**src/design/jsfx_pkg.sv**
```systemverilog
// Shared types and constants for the JSON string field extractor.
package jsfx_pkg;

    localparam int MAX_KEY_BYTES = 16;
    localparam int KEY_LEN_W     = 5;
    localparam int CFG_DATA_W    = 64;
    localparam int CFG_INDEX_W   = 2;
    localparam int MAX_RESULTS   = 4;
    localparam int RES_IDX_W     = 2;
    localparam int RES_CNT_W     = 3;
    localparam int QUEUE_DEPTH   = 4;
    localparam int QUEUE_PTR_W   = 2;
    localparam int QUEUE_CNT_W   = 3;

    localparam logic [CFG_INDEX_W-1:0] REG_KEY_LO  = 2'd0;
    localparam logic [CFG_INDEX_W-1:0] REG_KEY_HI  = 2'd1;
    localparam logic [CFG_INDEX_W-1:0] REG_KEY_LEN = 2'd2;

    localparam logic [1:0] KIND_DATA      = 2'd0;
    localparam logic [1:0] KIND_COMPLETE  = 2'd1;
    localparam logic [1:0] KIND_NOT_FOUND = 2'd2;
    localparam logic [1:0] KIND_BAD       = 2'd3;

    localparam logic [7:0] CH_QUOTE  = 8'h22;
    localparam logic [7:0] CH_BSLASH = 8'h5C;
    localparam logic [7:0] CH_SLASH  = 8'h2F;
    localparam logic [7:0] CH_COLON  = 8'h3A;
    localparam logic [7:0] CH_SPACE  = 8'h20;
    localparam logic [7:0] CH_LF     = 8'h0A;
    localparam logic [7:0] CH_CR     = 8'h0D;
    localparam logic [7:0] CH_TAB    = 8'h09;
    localparam logic [7:0] CH_LOW_B  = 8'h62;
    localparam logic [7:0] CH_LOW_F  = 8'h66;
    localparam logic [7:0] CH_LOW_N  = 8'h6E;
    localparam logic [7:0] CH_LOW_R  = 8'h72;
    localparam logic [7:0] CH_LOW_T  = 8'h74;
    localparam logic [7:0] CH_LOW_U  = 8'h75;
    localparam logic [7:0] CH_BS     = 8'h08;
    localparam logic [7:0] CH_FF     = 8'h0C;

    typedef struct packed {
        logic [7:0] in_byte;
        logic       end_of_doc;
    } in_word_t;

    typedef struct packed {
        logic [7:0] out_byte;
        logic [1:0] kind;
        logic       last_of_run;
    } out_word_t;

    // All results caused by one input byte.
    typedef struct packed {
        logic [MAX_RESULTS-1:0][7:0] bytes;
        logic [MAX_RESULTS-1:0][1:0] kinds;
        logic [RES_CNT_W-1:0]        count;
    } group_t;

    typedef enum logic [6:0] {
        PH_SEARCH = 7'b0000001,
        PH_COLON  = 7'b0000010,
        PH_VALUE  = 7'b0000100,
        PH_STRING = 7'b0001000,
        PH_ESCAPE = 7'b0010000,
        PH_HEX    = 7'b0100000,
        PH_DONE   = 7'b1000000
    } phase_t;

endpackage

```
**src/design/jsfx_front.sv**
```systemverilog
// Front end: configuration registers, key matcher and string decoder, one byte per cycle on accept.
module jsfx_front (
    input  logic                                clk,
    input  logic                                rst_n,
    input  logic                                cfg_write,
    input  logic [jsfx_pkg::CFG_INDEX_W-1:0]    cfg_index,
    input  logic [jsfx_pkg::CFG_DATA_W-1:0]     cfg_data,
    input  logic                                accept,
    input  jsfx_pkg::in_word_t                  in_word,
    output logic                                group_push,
    output jsfx_pkg::group_t                    group
);

    logic [jsfx_pkg::CFG_DATA_W-1:0]    key_lo_reg;
    logic [jsfx_pkg::CFG_DATA_W-1:0]    key_hi_reg;
    logic [jsfx_pkg::KEY_LEN_W-1:0]     key_len_reg;

    jsfx_pkg::phase_t                   phase_reg;
    jsfx_pkg::phase_t                   phase_next;
    logic [jsfx_pkg::KEY_LEN_W-1:0]     match_count_reg;
    logic [jsfx_pkg::KEY_LEN_W-1:0]     match_count_next;
    logic [1:0]                         hex_count_reg;
    logic [1:0]                         hex_count_next;
    logic [15:0]                        code_point_reg;
    logic [15:0]                        code_point_next;

    logic [jsfx_pkg::MAX_KEY_BYTES-1:0][7:0] key_arr;
    logic [jsfx_pkg::KEY_LEN_W-1:0]     used_len;
    logic [jsfx_pkg::KEY_LEN_W-1:0]     match_pos;
    logic [jsfx_pkg::KEY_LEN_W-1:0]     match_inc;
    logic [jsfx_pkg::KEY_LEN_W:0]       match_goal;
    logic [7:0]                         needle;
    logic [7:0]                         c;
    logic                               is_space;
    logic [3:0]                         hex_val;
    logic                               hex_ok;
    logic [15:0]                        cp;
    logic [jsfx_pkg::MAX_RESULTS-1:0][7:0] res_bytes;
    logic [jsfx_pkg::MAX_RESULTS-1:0][1:0] res_kinds;
    logic [jsfx_pkg::RES_CNT_W-1:0]     base_count;
    logic [jsfx_pkg::RES_CNT_W-1:0]     total_count;

    always_ff @(posedge clk or negedge rst_n)
    begin
        if (!rst_n)
        begin
            key_lo_reg  <= '0;
            key_hi_reg  <= '0;
            key_len_reg <= jsfx_pkg::KEY_LEN_W'(1);
        end
        else if (cfg_write)
        begin
            unique case (cfg_index)
                jsfx_pkg::REG_KEY_LO:  key_lo_reg  <= cfg_data;
                jsfx_pkg::REG_KEY_HI:  key_hi_reg  <= cfg_data;
                jsfx_pkg::REG_KEY_LEN: key_len_reg <= cfg_data[jsfx_pkg::KEY_LEN_W-1:0];
                default: ;
            endcase
        end
    end

    assign key_arr = {key_hi_reg, key_lo_reg};
    assign c       = in_word.in_byte;

    always_comb
    begin
        used_len = key_len_reg;
        if (key_len_reg == '0)
        begin
            used_len = jsfx_pkg::KEY_LEN_W'(1);
        end
        else if (key_len_reg > jsfx_pkg::KEY_LEN_W'(jsfx_pkg::MAX_KEY_BYTES))
        begin
            used_len = jsfx_pkg::KEY_LEN_W'(jsfx_pkg::MAX_KEY_BYTES);
        end
    end

    assign match_pos  = match_count_reg - jsfx_pkg::KEY_LEN_W'(1);
    assign match_inc  = match_count_reg + jsfx_pkg::KEY_LEN_W'(1);
    assign match_goal = {1'b0, used_len} + (jsfx_pkg::KEY_LEN_W + 1)'(2);

    always_comb
    begin
        if (match_count_reg == '0 || match_count_reg > used_len)
        begin
            needle = jsfx_pkg::CH_QUOTE;
        end
        else
        begin
            needle = key_arr[match_pos[3:0]];
        end
    end

    assign is_space = (c == jsfx_pkg::CH_SPACE) || (c == jsfx_pkg::CH_LF) ||
                      (c == jsfx_pkg::CH_CR) || (c == jsfx_pkg::CH_TAB);

    always_comb
    begin
        hex_ok  = 1'b1;
        hex_val = '0;
        if (c >= 8'h30 && c <= 8'h39)
        begin
            hex_val = 4'(c - 8'h30);
        end
        else if (c >= 8'h61 && c <= 8'h66)
        begin
            hex_val = 4'(c - 8'h57);
        end
        else if (c >= 8'h41 && c <= 8'h46)
        begin
            hex_val = 4'(c - 8'h37);
        end
        else
        begin
            hex_ok = 1'b0;
        end
    end

    assign cp = {code_point_reg[11:0], hex_val};

    always_comb
    begin
        phase_next       = phase_reg;
        match_count_next = match_count_reg;
        hex_count_next   = hex_count_reg;
        code_point_next  = code_point_reg;
        res_bytes        = '0;
        res_kinds        = '0;
        base_count       = '0;

        unique case (phase_reg)
            jsfx_pkg::PH_SEARCH:
            begin
                if (c == needle)
                begin
                    if ({1'b0, match_inc} >= match_goal)
                    begin
                        match_count_next = '0;
                        phase_next       = jsfx_pkg::PH_COLON;
                    end
                    else
                    begin
                        match_count_next = match_inc;
                    end
                end
                else
                begin
                    match_count_next = (c == jsfx_pkg::CH_QUOTE) ?
                                       jsfx_pkg::KEY_LEN_W'(1) : '0;
                end
            end
            jsfx_pkg::PH_COLON:
            begin
                if (!is_space)
                begin
                    phase_next = (c == jsfx_pkg::CH_COLON) ?
                                 jsfx_pkg::PH_VALUE : jsfx_pkg::PH_SEARCH;
                    match_count_next = '0;
                end
            end
            jsfx_pkg::PH_VALUE:
            begin
                if (!is_space)
                begin
                    if (c == jsfx_pkg::CH_QUOTE)
                    begin
                        phase_next = jsfx_pkg::PH_STRING;
                    end
                    else
                    begin
                        res_kinds[0] = jsfx_pkg::KIND_BAD;
                        base_count   = jsfx_pkg::RES_CNT_W'(1);
                        phase_next   = jsfx_pkg::PH_DONE;
                    end
                end
            end
            jsfx_pkg::PH_STRING:
            begin
                if (c == jsfx_pkg::CH_QUOTE)
                begin
                    res_kinds[0] = jsfx_pkg::KIND_COMPLETE;
                    base_count   = jsfx_pkg::RES_CNT_W'(1);
                    phase_next   = jsfx_pkg::PH_DONE;
                end
                else if (c == jsfx_pkg::CH_BSLASH)
                begin
                    phase_next = jsfx_pkg::PH_ESCAPE;
                end
                else
                begin
                    res_bytes[0] = c;
                    base_count   = jsfx_pkg::RES_CNT_W'(1);
                end
            end
            jsfx_pkg::PH_ESCAPE:
            begin
                phase_next = jsfx_pkg::PH_STRING;
                base_count = jsfx_pkg::RES_CNT_W'(1);
                unique case (c) inside
                    jsfx_pkg::CH_QUOTE, jsfx_pkg::CH_BSLASH, jsfx_pkg::CH_SLASH:
                        res_bytes[0] = c;
                    jsfx_pkg::CH_LOW_B: res_bytes[0] = jsfx_pkg::CH_BS;
                    jsfx_pkg::CH_LOW_F: res_bytes[0] = jsfx_pkg::CH_FF;
                    jsfx_pkg::CH_LOW_N: res_bytes[0] = jsfx_pkg::CH_LF;
                    jsfx_pkg::CH_LOW_R: res_bytes[0] = jsfx_pkg::CH_CR;
                    jsfx_pkg::CH_LOW_T: res_bytes[0] = jsfx_pkg::CH_TAB;
                    jsfx_pkg::CH_LOW_U:
                    begin
                        base_count      = '0;
                        phase_next      = jsfx_pkg::PH_HEX;
                        hex_count_next  = '0;
                        code_point_next = '0;
                    end
                    default:
                    begin
                        res_kinds[0] = jsfx_pkg::KIND_BAD;
                        phase_next   = jsfx_pkg::PH_DONE;
                    end
                endcase
            end
            jsfx_pkg::PH_HEX:
            begin
                if (!hex_ok)
                begin
                    res_kinds[0] = jsfx_pkg::KIND_BAD;
                    base_count   = jsfx_pkg::RES_CNT_W'(1);
                    phase_next   = jsfx_pkg::PH_DONE;
                end
                else if (hex_count_reg == 2'd3)
                begin
                    hex_count_next  = '0;
                    code_point_next = '0;
                    phase_next      = jsfx_pkg::PH_STRING;
                    if (cp[15:7] == '0)
                    begin
                        res_bytes[0] = cp[7:0];
                        base_count   = jsfx_pkg::RES_CNT_W'(1);
                    end
                    else if (cp[15:11] == '0)
                    begin
                        res_bytes[0] = {3'b110, cp[10:6]};
                        res_bytes[1] = {2'b10, cp[5:0]};
                        base_count   = jsfx_pkg::RES_CNT_W'(2);
                    end
                    else
                    begin
                        res_bytes[0] = {4'b1110, cp[15:12]};
                        res_bytes[1] = {2'b10, cp[11:6]};
                        res_bytes[2] = {2'b10, cp[5:0]};
                        base_count   = jsfx_pkg::RES_CNT_W'(3);
                    end
                end
                else
                begin
                    code_point_next = cp;
                    hex_count_next  = hex_count_reg + 2'd1;
                end
            end
            default:
            begin
                phase_next = jsfx_pkg::PH_DONE;
            end
        endcase

        total_count = base_count;
        if (in_word.end_of_doc)
        begin
            if (phase_next == jsfx_pkg::PH_SEARCH || phase_next == jsfx_pkg::PH_COLON)
            begin
                res_kinds[base_count[jsfx_pkg::RES_IDX_W-1:0]] = jsfx_pkg::KIND_NOT_FOUND;
                total_count = base_count + jsfx_pkg::RES_CNT_W'(1);
            end
            else if (phase_next != jsfx_pkg::PH_DONE)
            begin
                res_kinds[base_count[jsfx_pkg::RES_IDX_W-1:0]] = jsfx_pkg::KIND_BAD;
                total_count = base_count + jsfx_pkg::RES_CNT_W'(1);
            end
            phase_next       = jsfx_pkg::PH_SEARCH;
            match_count_next = '0;
            hex_count_next   = '0;
            code_point_next  = '0;
        end
    end

    always_ff @(posedge clk or negedge rst_n)
    begin
        if (!rst_n)
        begin
            phase_reg       <= jsfx_pkg::PH_SEARCH;
            match_count_reg <= '0;
            hex_count_reg   <= '0;
            code_point_reg  <= '0;
        end
        else if (accept)
        begin
            phase_reg       <= phase_next;
            match_count_reg <= match_count_next;
            hex_count_reg   <= hex_count_next;
            code_point_reg  <= code_point_next;
        end
    end

    assign group_push  = accept && (total_count != '0);
    assign group.bytes = res_bytes;
    assign group.kinds = res_kinds;
    assign group.count = total_count;

endmodule

```
**src/design/jsfx_queue.sv**
```systemverilog
// Short queue of result groups between the front end and the back end.
module jsfx_queue (
    input  logic               clk,
    input  logic               rst_n,
    input  logic               push,
    input  jsfx_pkg::group_t   push_group,
    output logic               full,
    input  logic               pop,
    output logic               empty,
    output jsfx_pkg::group_t   head_group
);

    jsfx_pkg::group_t                  entries_reg [jsfx_pkg::QUEUE_DEPTH];
    logic [jsfx_pkg::QUEUE_PTR_W-1:0]  wr_ptr_reg;
    logic [jsfx_pkg::QUEUE_PTR_W-1:0]  rd_ptr_reg;
    logic [jsfx_pkg::QUEUE_CNT_W-1:0]  count_reg;
    logic [jsfx_pkg::QUEUE_CNT_W-1:0]  count_next;
    logic                              do_push;
    logic                              do_pop;

    assign full    = (count_reg == jsfx_pkg::QUEUE_CNT_W'(jsfx_pkg::QUEUE_DEPTH));
    assign empty   = (count_reg == '0);
    assign do_push = push && !full;
    assign do_pop  = pop && !empty;

    always_comb
    begin
        count_next = count_reg;
        if (do_push && !do_pop)
        begin
            count_next = count_reg + jsfx_pkg::QUEUE_CNT_W'(1);
        end
        else if (do_pop && !do_push)
        begin
            count_next = count_reg - jsfx_pkg::QUEUE_CNT_W'(1);
        end
    end

    always_ff @(posedge clk)
    begin
        if (do_push)
        begin
            entries_reg[wr_ptr_reg] <= push_group;
        end
    end

    always_ff @(posedge clk or negedge rst_n)
    begin
        if (!rst_n)
        begin
            wr_ptr_reg <= '0;
            rd_ptr_reg <= '0;
            count_reg  <= '0;
        end
        else
        begin
            if (do_push)
            begin
                wr_ptr_reg <= wr_ptr_reg + jsfx_pkg::QUEUE_PTR_W'(1);
            end
            if (do_pop)
            begin
                rd_ptr_reg <= rd_ptr_reg + jsfx_pkg::QUEUE_PTR_W'(1);
            end
            count_reg <= count_next;
        end
    end

    assign head_group = entries_reg[rd_ptr_reg];

endmodule

```
**src/design/jsfx_back.sv**
```systemverilog
// Back end: hands out the results of the oldest group one word at a time.
module jsfx_back (
    input  logic                 clk,
    input  logic                 rst_n,
    input  logic                 group_empty,
    input  jsfx_pkg::group_t     head_group,
    output logic                 group_pop,
    input  logic                 pop,
    output jsfx_pkg::out_word_t  out_word
);

    logic [jsfx_pkg::RES_IDX_W-1:0] idx_reg;
    logic                           last;
    logic                           take;

    assign last = ({1'b0, idx_reg} == (head_group.count - jsfx_pkg::RES_CNT_W'(1)));
    assign take = pop && !group_empty;
    assign group_pop = take && last;

    always_ff @(posedge clk or negedge rst_n)
    begin
        if (!rst_n)
        begin
            idx_reg <= '0;
        end
        else if (take)
        begin
            idx_reg <= last ? '0 : idx_reg + jsfx_pkg::RES_IDX_W'(1);
        end
    end

    assign out_word.out_byte    = head_group.bytes[idx_reg];
    assign out_word.kind        = head_group.kinds[idx_reg];
    assign out_word.last_of_run = last;

endmodule

```
**src/design/json_string_field_extractor_unit.sv**
```systemverilog
// Top level of the JSON string field extractor.
// The block takes one document byte per cycle whenever full is low, and the key search and
// string decoding for that byte finish in the same cycle. Each byte yields zero to four result
// words, which are grouped and placed in a four-group queue; the first word of a group is
// visible on the result side once older groups have left. Words leave at one per cycle while
// pop is high, so the sustained input rate is one byte per cycle while bytes average at most
// one result, and full rises when four groups wait, which happens only when results are not
// popped as fast as they are produced. The user must write configuration registers through
// cfg_write, cfg_index and cfg_data only while the block is idle; this is not enforced.
module json_string_field_extractor_unit (
    input  logic                              clk,
    input  logic                              rst_n,
    input  logic                              cfg_write,
    input  logic [jsfx_pkg::CFG_INDEX_W-1:0]  cfg_index,
    input  logic [jsfx_pkg::CFG_DATA_W-1:0]   cfg_data,
    input  logic                              push,
    output logic                              full,
    input  jsfx_pkg::in_word_t                in_word,
    output logic                              empty,
    input  logic                              pop,
    output jsfx_pkg::out_word_t               out_word
);

    logic               accept;
    logic               group_push;
    jsfx_pkg::group_t   group;
    logic               group_pop;
    jsfx_pkg::group_t   head_group;

    assign accept = push && !full;

    jsfx_front u_front (
        .clk        (clk),
        .rst_n      (rst_n),
        .cfg_write  (cfg_write),
        .cfg_index  (cfg_index),
        .cfg_data   (cfg_data),
        .accept     (accept),
        .in_word    (in_word),
        .group_push (group_push),
        .group      (group)
    );

    jsfx_queue u_queue (
        .clk        (clk),
        .rst_n      (rst_n),
        .push       (group_push),
        .push_group (group),
        .full       (full),
        .pop        (group_pop),
        .empty      (empty),
        .head_group (head_group)
    );

    jsfx_back u_back (
        .clk         (clk),
        .rst_n       (rst_n),
        .group_empty (empty),
        .head_group  (head_group),
        .group_pop   (group_pop),
        .pop         (pop),
        .out_word    (out_word)
    );

endmodule

```
**config.mk**
```make
export PLATFORM = sky130hd
export DESIGN_NAME = json_string_field_extractor_unit
export DESIGN_NICKNAME = d
export VERILOG_FILES = /design/src/design/jsfx_pkg.sv /design/src/design/jsfx_front.sv /design/src/design/jsfx_queue.sv /design/src/design/jsfx_back.sv /design/src/design/json_string_field_extractor_unit.sv
export SDC_FILE = /design/constraint.sdc
export NUM_CORES = 1
export LEC_CHECK = 0
export BUFFER_PORTS_ARGS = -buffer_cell sky130_fd_sc_hd__buf_4
export CAP_MARGIN = 10
export CORE_MARGIN = 4
export CORE_UTILIZATION = 45
export DETAILED_ROUTE_END_ITERATION = 10
export GPL_TIMING_DRIVEN = 0
export PLACE_DENSITY = 0.61
export RECOVER_POWER = 25
export SETUP_SLACK_MARGIN = 0.05
export SLEW_MARGIN = 15
export SYNTH_ARGS = -nofsm -noshare
export SYNTH_HDL_FRONTEND = slang
export SYNTH_SLANG_ARGS = --single-unit
```
**constraint.sdc**
```tcl
create_clock -name clk -period 3.9 [get_ports clk]
set_input_delay 0.195 -clock clk [delete_from_list [all_inputs] [get_ports clk]]
set_output_delay 0.195 -clock clk [all_outputs]
set_load 0.05 [all_outputs]
```
==> flow_summary.ini, run 1 <==
[timing]
fin_crit_ns = 3.725
relSlewSlack = -0.2129
drv_slew = 72
fin_skew_ns = 0.01109
hold_slack_ns = 0.1103
final_hold_viol_count = 0
rsz0062_at_grt = false
final.period_utilization = 0.9551
clock.fmax_mhz = 268.5
setup_violations = 0
tightest_slew_ns = 1.819

[detailed_routing]
wl_met3_um = 1230
drt-pass1-iter-count = 5
vias_per_cell = 5.622
wl_per_cell_um = 21.05
drcViolationCount = 0
vias = 9164
drt_iter0_markers = 502
wl_met2_um = 17750
totalWireLength_um = 34310
drtAntennaViolNets = 0
highest_layer = met4
drt-met1-wl_um = 14530

[power_and_ir_drop]
leakage_nw = 7.095
ir_worst_vdd_uv = 411.2
power_density_nw_per_um2 = 560.9
finalPower_mw = 10.02

[setup_path]
setup.worst_path.start_class = flip-flop
critPathMaxFanout = 10
cp.buffers_inverters = 7
max_stage_delay_ns = 0.41
r2r_slack_ns = 0.17
crit_path_end_kind = flip-flop
cp_common_cell = buf_12
crit_arrival_ns = 4.16
worstPathCellList = buf_12 -> buf_12 -> buf_12 -> clkinvlp_4 -> ha_4 -> buf_6 -> buf_8 -> buf_8 -> mux4_2 -> mux2i_1 -> mux2i_2 -> o21a_1 -> nor3_2 -> o211ai_1 -> nor3_2 -> a22o_1
required_ns = 4.34
crit_family = buffers and inverters
crit_type = reg -> reg
slowest_stage = dfrtp_2

[yosys]
syn_area_um2 = 14490
async_flop_share = 0.5676
yosys_warnings = 0
ys_ff_latch = 296
syn-num-nets = 1104
synth_edf_count = 128
syn_inst = 993
syn_area_per_cell_um2 = 14.59
synth.distinct_cells = 80
yosys-top-cells-area = dfrtp_1 29%, edfxtp_1 27%, mux2_2 10%, mux4_2 7.9%, mux4_1 2.7%
yosysSeqAreaShare = 0.5556
synth_top_area_cell = dfrtp_1
synth_ff_type = dfrtp_1
yosysTopAreaCellShare = 0.2867

[placement]
place_area_um2 = 15800
portBuffers = 91
gp_congestion = 0.8381
dp_hpwl_um = 23780

[cells_and_area]
area_growth_pct = 23.36
final_net_count = 1318
antenna_cells = 0
drive_gt1_frac = 0.3396
largest_register_ff_count = 128
fillers = 2526
design_area_um2 = 17870

[floorplanning]
core_area_um2 = 31640
fp.dieH_um = 187.4
start_util = 0.4580
dieArea_um2 = 35130
pin_count = 93
die_w_um = 187.4
row_count = 65

[global_routing]
antenna_found_initial = 0
grt_max_degree = 99
overflow = 0
grt_pass1_vias = 9653
grt_pass1_wl_um = 54810
grtUsageTotal = 0.1965

[hold_path]
hold_class = in -> reg

[clocking]
root_buffer = clkbuf_16
cts_made_buffers = 34
clockBufferDepth = 3
cts.sinks = 296
clock_latency_ns = 0.50
htree_levels = 2
cts_tree = done
clkTransAtPathRegs_ns = 0.06

[status]
status = finished with violations
violations = capacitance limit, slew limit

[run]
max_cap_viol_count = 1
## layout make-up
class	count	area (um^2)	share of cell area
Clock inverter	13	219.0	0.01225
Clock buffer	44	959.7	0.05369
Tap cell	402	503.0	0.02814
Sequential cell	296	8051	0.4505
Multi-Input combinational cell	607	6122	0.3425
Inverter	32	123.9	0.006930
Timing Repair Buffer	179	1559	0.08722
Buffer	57	335.3	0.01876
## Yosys cell counts (all sizes together), types with 15 or more instances
library cell	count
nor3	27
a22o	19
nor2	30
nand2	35
inv	32
a21oi	24
dfrtp	166
buf	24
edfxtp	128
and2	15
clkbuf	34
o21ai	30
mux2i	27
mux4	66
ha	30
mux2	138
nand2b	16
## worst reg2reg max path: stages, from the launching register on
cell	delay, ns
dfrtp_2	0.41
buf_12	0.17
buf_12	0.17
buf_12	0.13
clkinvlp_4	0.13
ha_4	0.33
buf_6	0.17
buf_8	0.18
buf_8	0.17
mux4_2	0.37
mux2i_1	0.20
mux2i_2	0.14
o21a_1	0.20
nor3_2	0.23
o211ai_1	0.20
nor3_2	0.29
a22o_1	0.18
## metrics by stage
stage | setup TNS [ns] | worst slack [ns] | utilization | std cells
final | 0 | 0.1750 | 0.5650 | 1630
after global routing | 0 | 0.05006 | 0.5650 | 1630
after CTS | 0 | 0.05315 | 0.5608 | 1617
after detailed placement | -41.35 | -0.9021 | 0.4993 | 1491
after global placement | -162.60 | -1.229 | 0.4955 | 1486
after floorplan | 0 | 0.07661 | - | 993
## power breakdown
part	internal (mW)	total (mW)	switching [mW]
Combinational	1.23	2.72	1.48
Clock	2.12	3.35	1.22
Sequential	3.75	3.96	0.208
Total	7.11	10.0	2.91
## metal layers
metal,up-vias,global-route usage
met5,-,0
met4,0,0.05421
met3,52,0.02538
met2,206,0.3545
met1,4657,0.2506
li1,4249,-
## cells in the final DEF (no fill, tap or decap), types with 7 or more instances in the layout
| master | n |
|---|---|
| a21oi_1 | 22 |
| a22o_1 | 19 |
| and2_1 | 11 |
| buf_12 | 8 |
| buf_2 | 9 |
| buf_4 | 109 |
| clkbuf_1 | 38 |
| clkbuf_16 | 35 |
| dfrtp_1 | 165 |
| dlygate4sd3_1 | 65 |
| edfxtp_1 | 128 |
| ha_1 | 28 |
| inv_1 | 31 |
| mux2_2 | 135 |
| mux2i_1 | 23 |
| mux4_1 | 15 |
| mux4_2 | 51 |
| nand2_1 | 33 |
| nand2b_1 | 16 |
| nand3_1 | 14 |
| nor2_1 | 30 |
| nor3_1 | 20 |
| o21ai_0 | 29 |
| o22ai_1 | 10 |
| xnor2_1 | 11 |
| xor2_1 | 7 |
## timing repair
item	CTS	global route
resized for setup	21	14
endpoints found under the setup margin	11	9
hold buffers	65	0
buffers inserted	5	13
pin swaps	6	6
hold endpoints to repair	202	0
## logic make-up (layout without fill, tap and decap cells)
kind of cell,Yosys count,after routing,share of synthesized area
compound gates,136,136,0.06995
xor+xnor,19,19,0.01278
fa+ha+maj,31,31,0.02729
buf+inv,90,325,0.02763
flops,296,296,0.5556
mux,231,231,0.2326
simple gates,190,190,0.07409
## final timing paths
check / startpoint / end / cells past startpoint
max: u_front.match_count_reg[0] / u_front.match_count_reg[1] / 16
min: in_word[0] / u_front.match_count_reg[0] / 4
max reg2reg: u_front.match_count_reg[0] / u_front.match_count_reg[1] / 16
min reg2reg: u_queue.count_reg[2] / u_queue.count_reg[2] / 1
max in group asynchronous: rst_n / u_front.match_count_reg[0] / 3
min in group asynchronous: rst_n / u_queue.rd_ptr_reg[0] / 2
Power figures use the tool's default switching activity.
==> run 2: changes to the inputs <==
--- a/config.mk
+++ b/config.mk
@@ -11,7 +11,7 @@
 export CORE_UTILIZATION = 45
 export DETAILED_ROUTE_END_ITERATION = 10
 export GPL_TIMING_DRIVEN = 0
-export PLACE_DENSITY = 0.61
+export PLACE_DENSITY = 0.68
 export RECOVER_POWER = 25
 export SETUP_SLACK_MARGIN = 0.05
 export SLEW_MARGIN = 15
==> run 2 against run 1 <==
Net effect:
- the run still ends with capacitance limit, slew limit left
- setup slack gained 0.044 ns
- via count grew 0.84%
- non-clock buffer count shrank 2
- clock-buffer cell count shrank 1
- core utilization shrank 0.46 points
- combinational power is essentially flat
- clock power shrank 9.6%
- largest cell class unchanged
==> flow_summary.ini, run 2 (same netlist as run 1, synthesis figures left out) <==
[power_and_ir_drop]
power_density_nw_per_um2 = 548.3
ir_worst_vdd_uv = 395.9
leakage_nw = 7.045

[clocking]
htree_levels = 1
cts_tree = done
cts_made_buffers = 30
clkTransAtPathRegs_ns = 0.06
clockBufferDepth = 3
cts.sinks = 296
root_buffer = clkbuf_16
clock_latency_ns = 0.55

[placement]
gp_congestion = 0.8485
portBuffers = 91
dp_cells = 1491
dp_hpwl_um = 23380
dpl_worst_slack_ns = -0.7871

[status]
violations = capacitance limit, slew limit
status = finished with violations

[setup_path]
crit_arrival_ns = 3.92
crit_path_end_kind = flip-flop
setup.worst_path.start_class = flip-flop
crit_type = reg -> reg
critPathMaxFanout = 25
r2r_slack_ns = 0.22
required_ns = 4.14

[detailed_routing]
drt-pass1-iter-count = 5
drcViolationCount = 0
vias = 9241
drt_iter0_markers = 592
wl_per_cell_um = 20.77
vias_per_cell = 5.673
totalWireLength_um = 33840
drtAntennaViolNets = 0

[cells_and_area]
mostFrequentLayoutCells = 164 x dfrtp_1, 135 x mux2_2, 128 x edfxtp_1
final_common_cell = dfrtp_1
layout.cells.non_filler = 1629
finish.utilization = 0.5604
final_net_count = 1312
area_growth_pct = 22.36
drive_gt1_frac = 0.3363
largest_register_ff_count = 128

[floorplanning]
dieArea_um2 = 35130
row_count = 65
core_area_um2 = 31640
start_util = 0.4580
pin_count = 93
die_w_um = 187.4
fp.dieH_um = 187.4

[global_routing]
grtUsageTotal = 0.1897
antenna_found_initial = 3
grt_pass1_vias = 9510
overflow = 0
grt_pass1_wl_um = 53440
grt_max_degree = 93

[timing]
hold_slack_ns = 0.04002
rsz0062_at_grt = false
tightest_slew_ns = 2.029
final_hold_viol_count = 0
setup_violations = 0
fin_skew_ns = 0.008361
clock.fmax_mhz = 271.7
final.period_utilization = 0.9438
fin_crit_ns = 3.681
relSlewSlack = -0.3530
drv_slew = 78
fin_ws_ns = 0.2192

[run]
max_cap_viol_count = 1

[hold_path]
hold_class = in -> reg
[run 2: final timing paths]
path | from | endpoint | cells after the start
max | u_front.code_point_reg[10] | u_queue.entries_reg[3][17] | 14
min | pop | u_back.idx_reg[0] | 4
max reg2reg | u_front.code_point_reg[10] | u_queue.entries_reg[3][17] | 14
min reg2reg | u_queue.count_reg[2] | u_queue.count_reg[2] | 1
max in group asynchronous | rst_n | u_front.key_len_reg[1] | 3
min in group asynchronous | rst_n | u_queue.rd_ptr_reg[1] | 2
[run 2: area by class of cell]
| type | instances | area (um^2) |
|---|---|---|
| Timing Repair Buffer | 177 | 1528 |
| Antenna cell | 2 | 5.005 |
| Clock inverter | 13 | 173.9 |
| Clock buffer | 43 | 890.9 |
| Fill cell | 2531 | 13910 |
| Buffer | 57 | 331.6 |
| Sequential cell | 296 | 8053 |
| Multi-Input combinational cell | 607 | 6123 |
| Inverter | 32 | 120.1 |
| Tap cell | 402 | 503.0 |
[run 2: metrics by stage]
step | area (um^2) | power, mW | TNS (ns)
floorplan | 14490 | 5.876 | 0
global placement | 15680 | 6.574 | -143.32
detailed placement | 15800 | 6.674 | -30.92
CTS | 17600 | 9.783 | 0
global route | 17730 | 10.18 | 0
finish | 17730 | 9.721 | 0
[run 2: layer usage]
layer / up-vias / wire, um / GRT usage
met5: - / 19 / 0
met1: 4709 / 14320 / 0.2497
met3: 56 / 1435 / 0.02856
met4: 2 / 974 / 0.05421
met2: 240 / 17090 / 0.3296
li1: 4234 / - / -
[run 2: critical path: stages, from the launching register on]
cell and delay, ns:
dfrtp_1 0.43, nor4_4 0.35, nor2b_1 0.16, buf_2 0.20, nand2_1 0.20, nand2_2 0.18, a311o_4 0.24, inv_1 0.07
ha_1 0.30, nor2_1 0.07, a311oi_4 0.32, buf_4 0.18, buf_4 0.10, and2_2 0.30, buf_12 0.23
[run 2: where the power goes]
group	switching, mW	total, mW	internal, mW
Clock	1.18	3.03	1.85
Combinational	1.48	2.73	1.25
Sequential	0.214	3.96	3.75
Total	2.88	9.72	6.85
[run 2: timing repair]
item / CTS / global route
gates resized for setup: 20 / 16
hold buffers: 65 / 0
setup buffers: 2 / 14
setup endpoints to repair: 11 / 9
pin swaps: 4 / 8
endpoints found under the hold margin: 208 / 0
==> run 3: changes to the inputs <==
--- a/config.mk
+++ b/config.mk
@@ -7,11 +7,9 @@
 export LEC_CHECK = 0
 export BUFFER_PORTS_ARGS = -buffer_cell sky130_fd_sc_hd__buf_4
 export CAP_MARGIN = 10
-export CORE_MARGIN = 4
 export CORE_UTILIZATION = 45
 export DETAILED_ROUTE_END_ITERATION = 10
 export GPL_TIMING_DRIVEN = 0
-export PLACE_DENSITY = 0.68
 export RECOVER_POWER = 25
 export SETUP_SLACK_MARGIN = 0.05
 export SLEW_MARGIN = 15
==> run 3 against run 2 <==
Net effect:
- the run still ends with capacitance limit, slew limit left
- sequential power about the same
- fmax down 0.94%
- core utilization up 0.55 points
- clock power up 13%
- sequential share of layout area down 0.45 points
- first-iteration DRC count down 2.2%
- largest cell class unchanged
- global-route usage up 2.9 points
==> flow_summary.ini, run 3 (same netlist as run 1, synthesis figures left out) <==
[status]
status = finished with violations
violations = capacitance limit, slew limit

[setup_path]
cp.depth = 16
worstPathCellList = buf_8 -> buf_12 -> buf_12 -> clkinvlp_4 -> ha_4 -> buf_6 -> buf_8 -> buf_8 -> mux4_2 -> mux2i_2 -> mux2i_2 -> o21a_1 -> nor3_4 -> o211ai_1 -> nor3_2 -> a22o_1
crit_type = reg -> reg
worstReg2RegEnd = u_front.match_count_reg[4]
cp_common_cell = buf_8
max_stage_delay_ns = 0.40
endpoint = u_front.match_count_reg[4]
reg2reg_depth = 16
slowest_stage = dfrtp_2
crit_start = u_front.match_count_reg[0]
crit_family = buffers and inverters
crit_path_end_kind = flip-flop
timing.rr.start = u_front.match_count_reg[0]
setup.worst_path.start_class = flip-flop
required_ns = 4.35
crit_arrival_ns = 4.17
cp.buffers_inverters = 7
critPathMaxFanout = 10
r2r_slack_ns = 0.18

[floorplanning]
die_w_um = 181.4
pin_count = 93
fp.dieH_um = 181.4
core_area_um2 = 31640
start_util = 0.4580
dieArea_um2 = 32920
row_count = 65

[global_routing]
grtUsageTotal = 0.2183
antenna_found_initial = 1
grt_pass1_wl_um = 54990
grt_max_degree = 71
grt_pass1_vias = 9634
busiest_layer = met2
grtUsageMet2 = 0.3812
grt_util_met3 = 0.02988
use_met1 = 0.2796
overflow = 0

[clocking]
clockBufferDepth = 3
root_buffer = clkbuf_16
clkTransAtPathRegs_ns = 0.06
cts_made_buffers = 34
cts.sinks = 296
clock_latency_ns = 0.52
cts_tree = done
htree_levels = 2

[timing]
finalSetupTns_ns = 0
clock.fmax_mhz = 269.1
tightest_slew_ns = 2.927
fin_skew_ns = 0.01220
final.period_utilization = 0.9528
setup_violations = 0
relSlewSlack = -0.9512
hold_slack_ns = 0.1050
rsz0062_at_grt = true
fin_crit_ns = 3.716
final_hold_viol_count = 0
drv_slew = 47

[placement]
place_area_um2 = 15820
gp_congestion = 0.8282
portBuffers = 91
dp_hpwl_um = 23940
dp_cells = 1492

[cells_and_area]
drive_gt1_frac = 0.3390
seq_area_um2 = 8051
multi_input_area_um2 = 6141
fillers = 2570
design_area_um2 = 17900
layout.cells.non_filler = 1629
area_growth_pct = 23.57
mostFrequentLayoutCells = 165 x dfrtp_1, 135 x mux2_2, 128 x edfxtp_1
largest_register_ff_count = 128
final_common_cell = dfrtp_1
final_net_count = 1314
antenna_cells = 0

[detailed_routing]
vias_per_cell = 5.599
drtAntennaViolNets = 0
drt_iter0_markers = 579
totalWireLength_um = 34350
wl_per_cell_um = 21.09
drcViolationCount = 0
vias = 9120
drt-pass1-iter-count = 5

[run]
max_cap_viol_count = 1

[power_and_ir_drop]
finalPower_mw = 10.11
ir_worst_vdd_uv = 344.1
leakage_nw = 7.095
power_density_nw_per_um2 = 564.6

[hold_path]
hold_class = in -> reg
min_path_cells = 4
run 3: cell count changes in the layout (fill, tap and decap cells not counted), sizes merged:
cell	change
bufinv	+3
clkbuf	-6
clkinv	+2
clkinvlp	+3
diode	-2
run 3: worst min-delay path by stage:
stage	startpoint	to	slack (ns)
after floorplan	rst_n	u_back.idx_reg[0]	-0.10
after global placement	cfg_data[51]	u_front.key_hi_reg[51]	0.44
after detailed placement	rst_n	u_queue.rd_ptr_reg[0]	0.13
after CTS	in_word[0]	u_front.code_point_reg[1]	0.1
after global routing	in_word[0]	u_front.code_point_reg[1]	0.13
final	in_word[0]	u_front.code_point_reg[1]	0.10
run 3: area by class of cell:
type                    count  area share
plain buffers              57     0.01880
inverters                  32    0.006919
clock inverters            21     0.01705
well taps                 402     0.02809
multi-input cells         607      0.3430
clock buffers              39     0.05025
flip-flops and latches    296      0.4497
repair buffers            175     0.08617
run 3: timing repair:
item                       4_1_cts  5_1_grt
pin swaps                        5        4
resized for setup               22       16
hold endpoints to repair       230        0
buffers inserted                 3       10
setup endpoints to repair       12      117
hold buffers                    65        0
run 3: routing by layer:
layer	wire, um	vias up
li1	-	4235
met1	14710	4627
met2	17450	189
met3	1194	67
met4	980	2
met5	12	-
run 3: worst reg2reg max path: cells and delay by family (launching register included):
kind | cells | cell delay [ns]
adders and majority gates | 1 | 0.31
AOI/OAI and AO/OA | 3 | 0.58
DFF | 1 | 0.40
muxes | 3 | 0.71
buffers and inverters | 7 | 1.16
and+or+nand+nor | 2 | 0.51
run 3: report_power, final:
group / internal, mW / switching [mW]
Combinational: 1.24 / 1.47
Clock: 2.13 / 1.29
Sequential: 3.75 / 0.223
Total: 7.12 / 2.99
run 3: stage by stage:
stage / util / setup slack (ns)
after floorplan: - / 0.07661
after global placement: 0.4955 / -1.188
after detailed placement: 0.5002 / -0.8370
after CTS: 0.5622 / 0.05512
after global routing: 0.5659 / 0.01972
final: 0.5659 / 0.1841
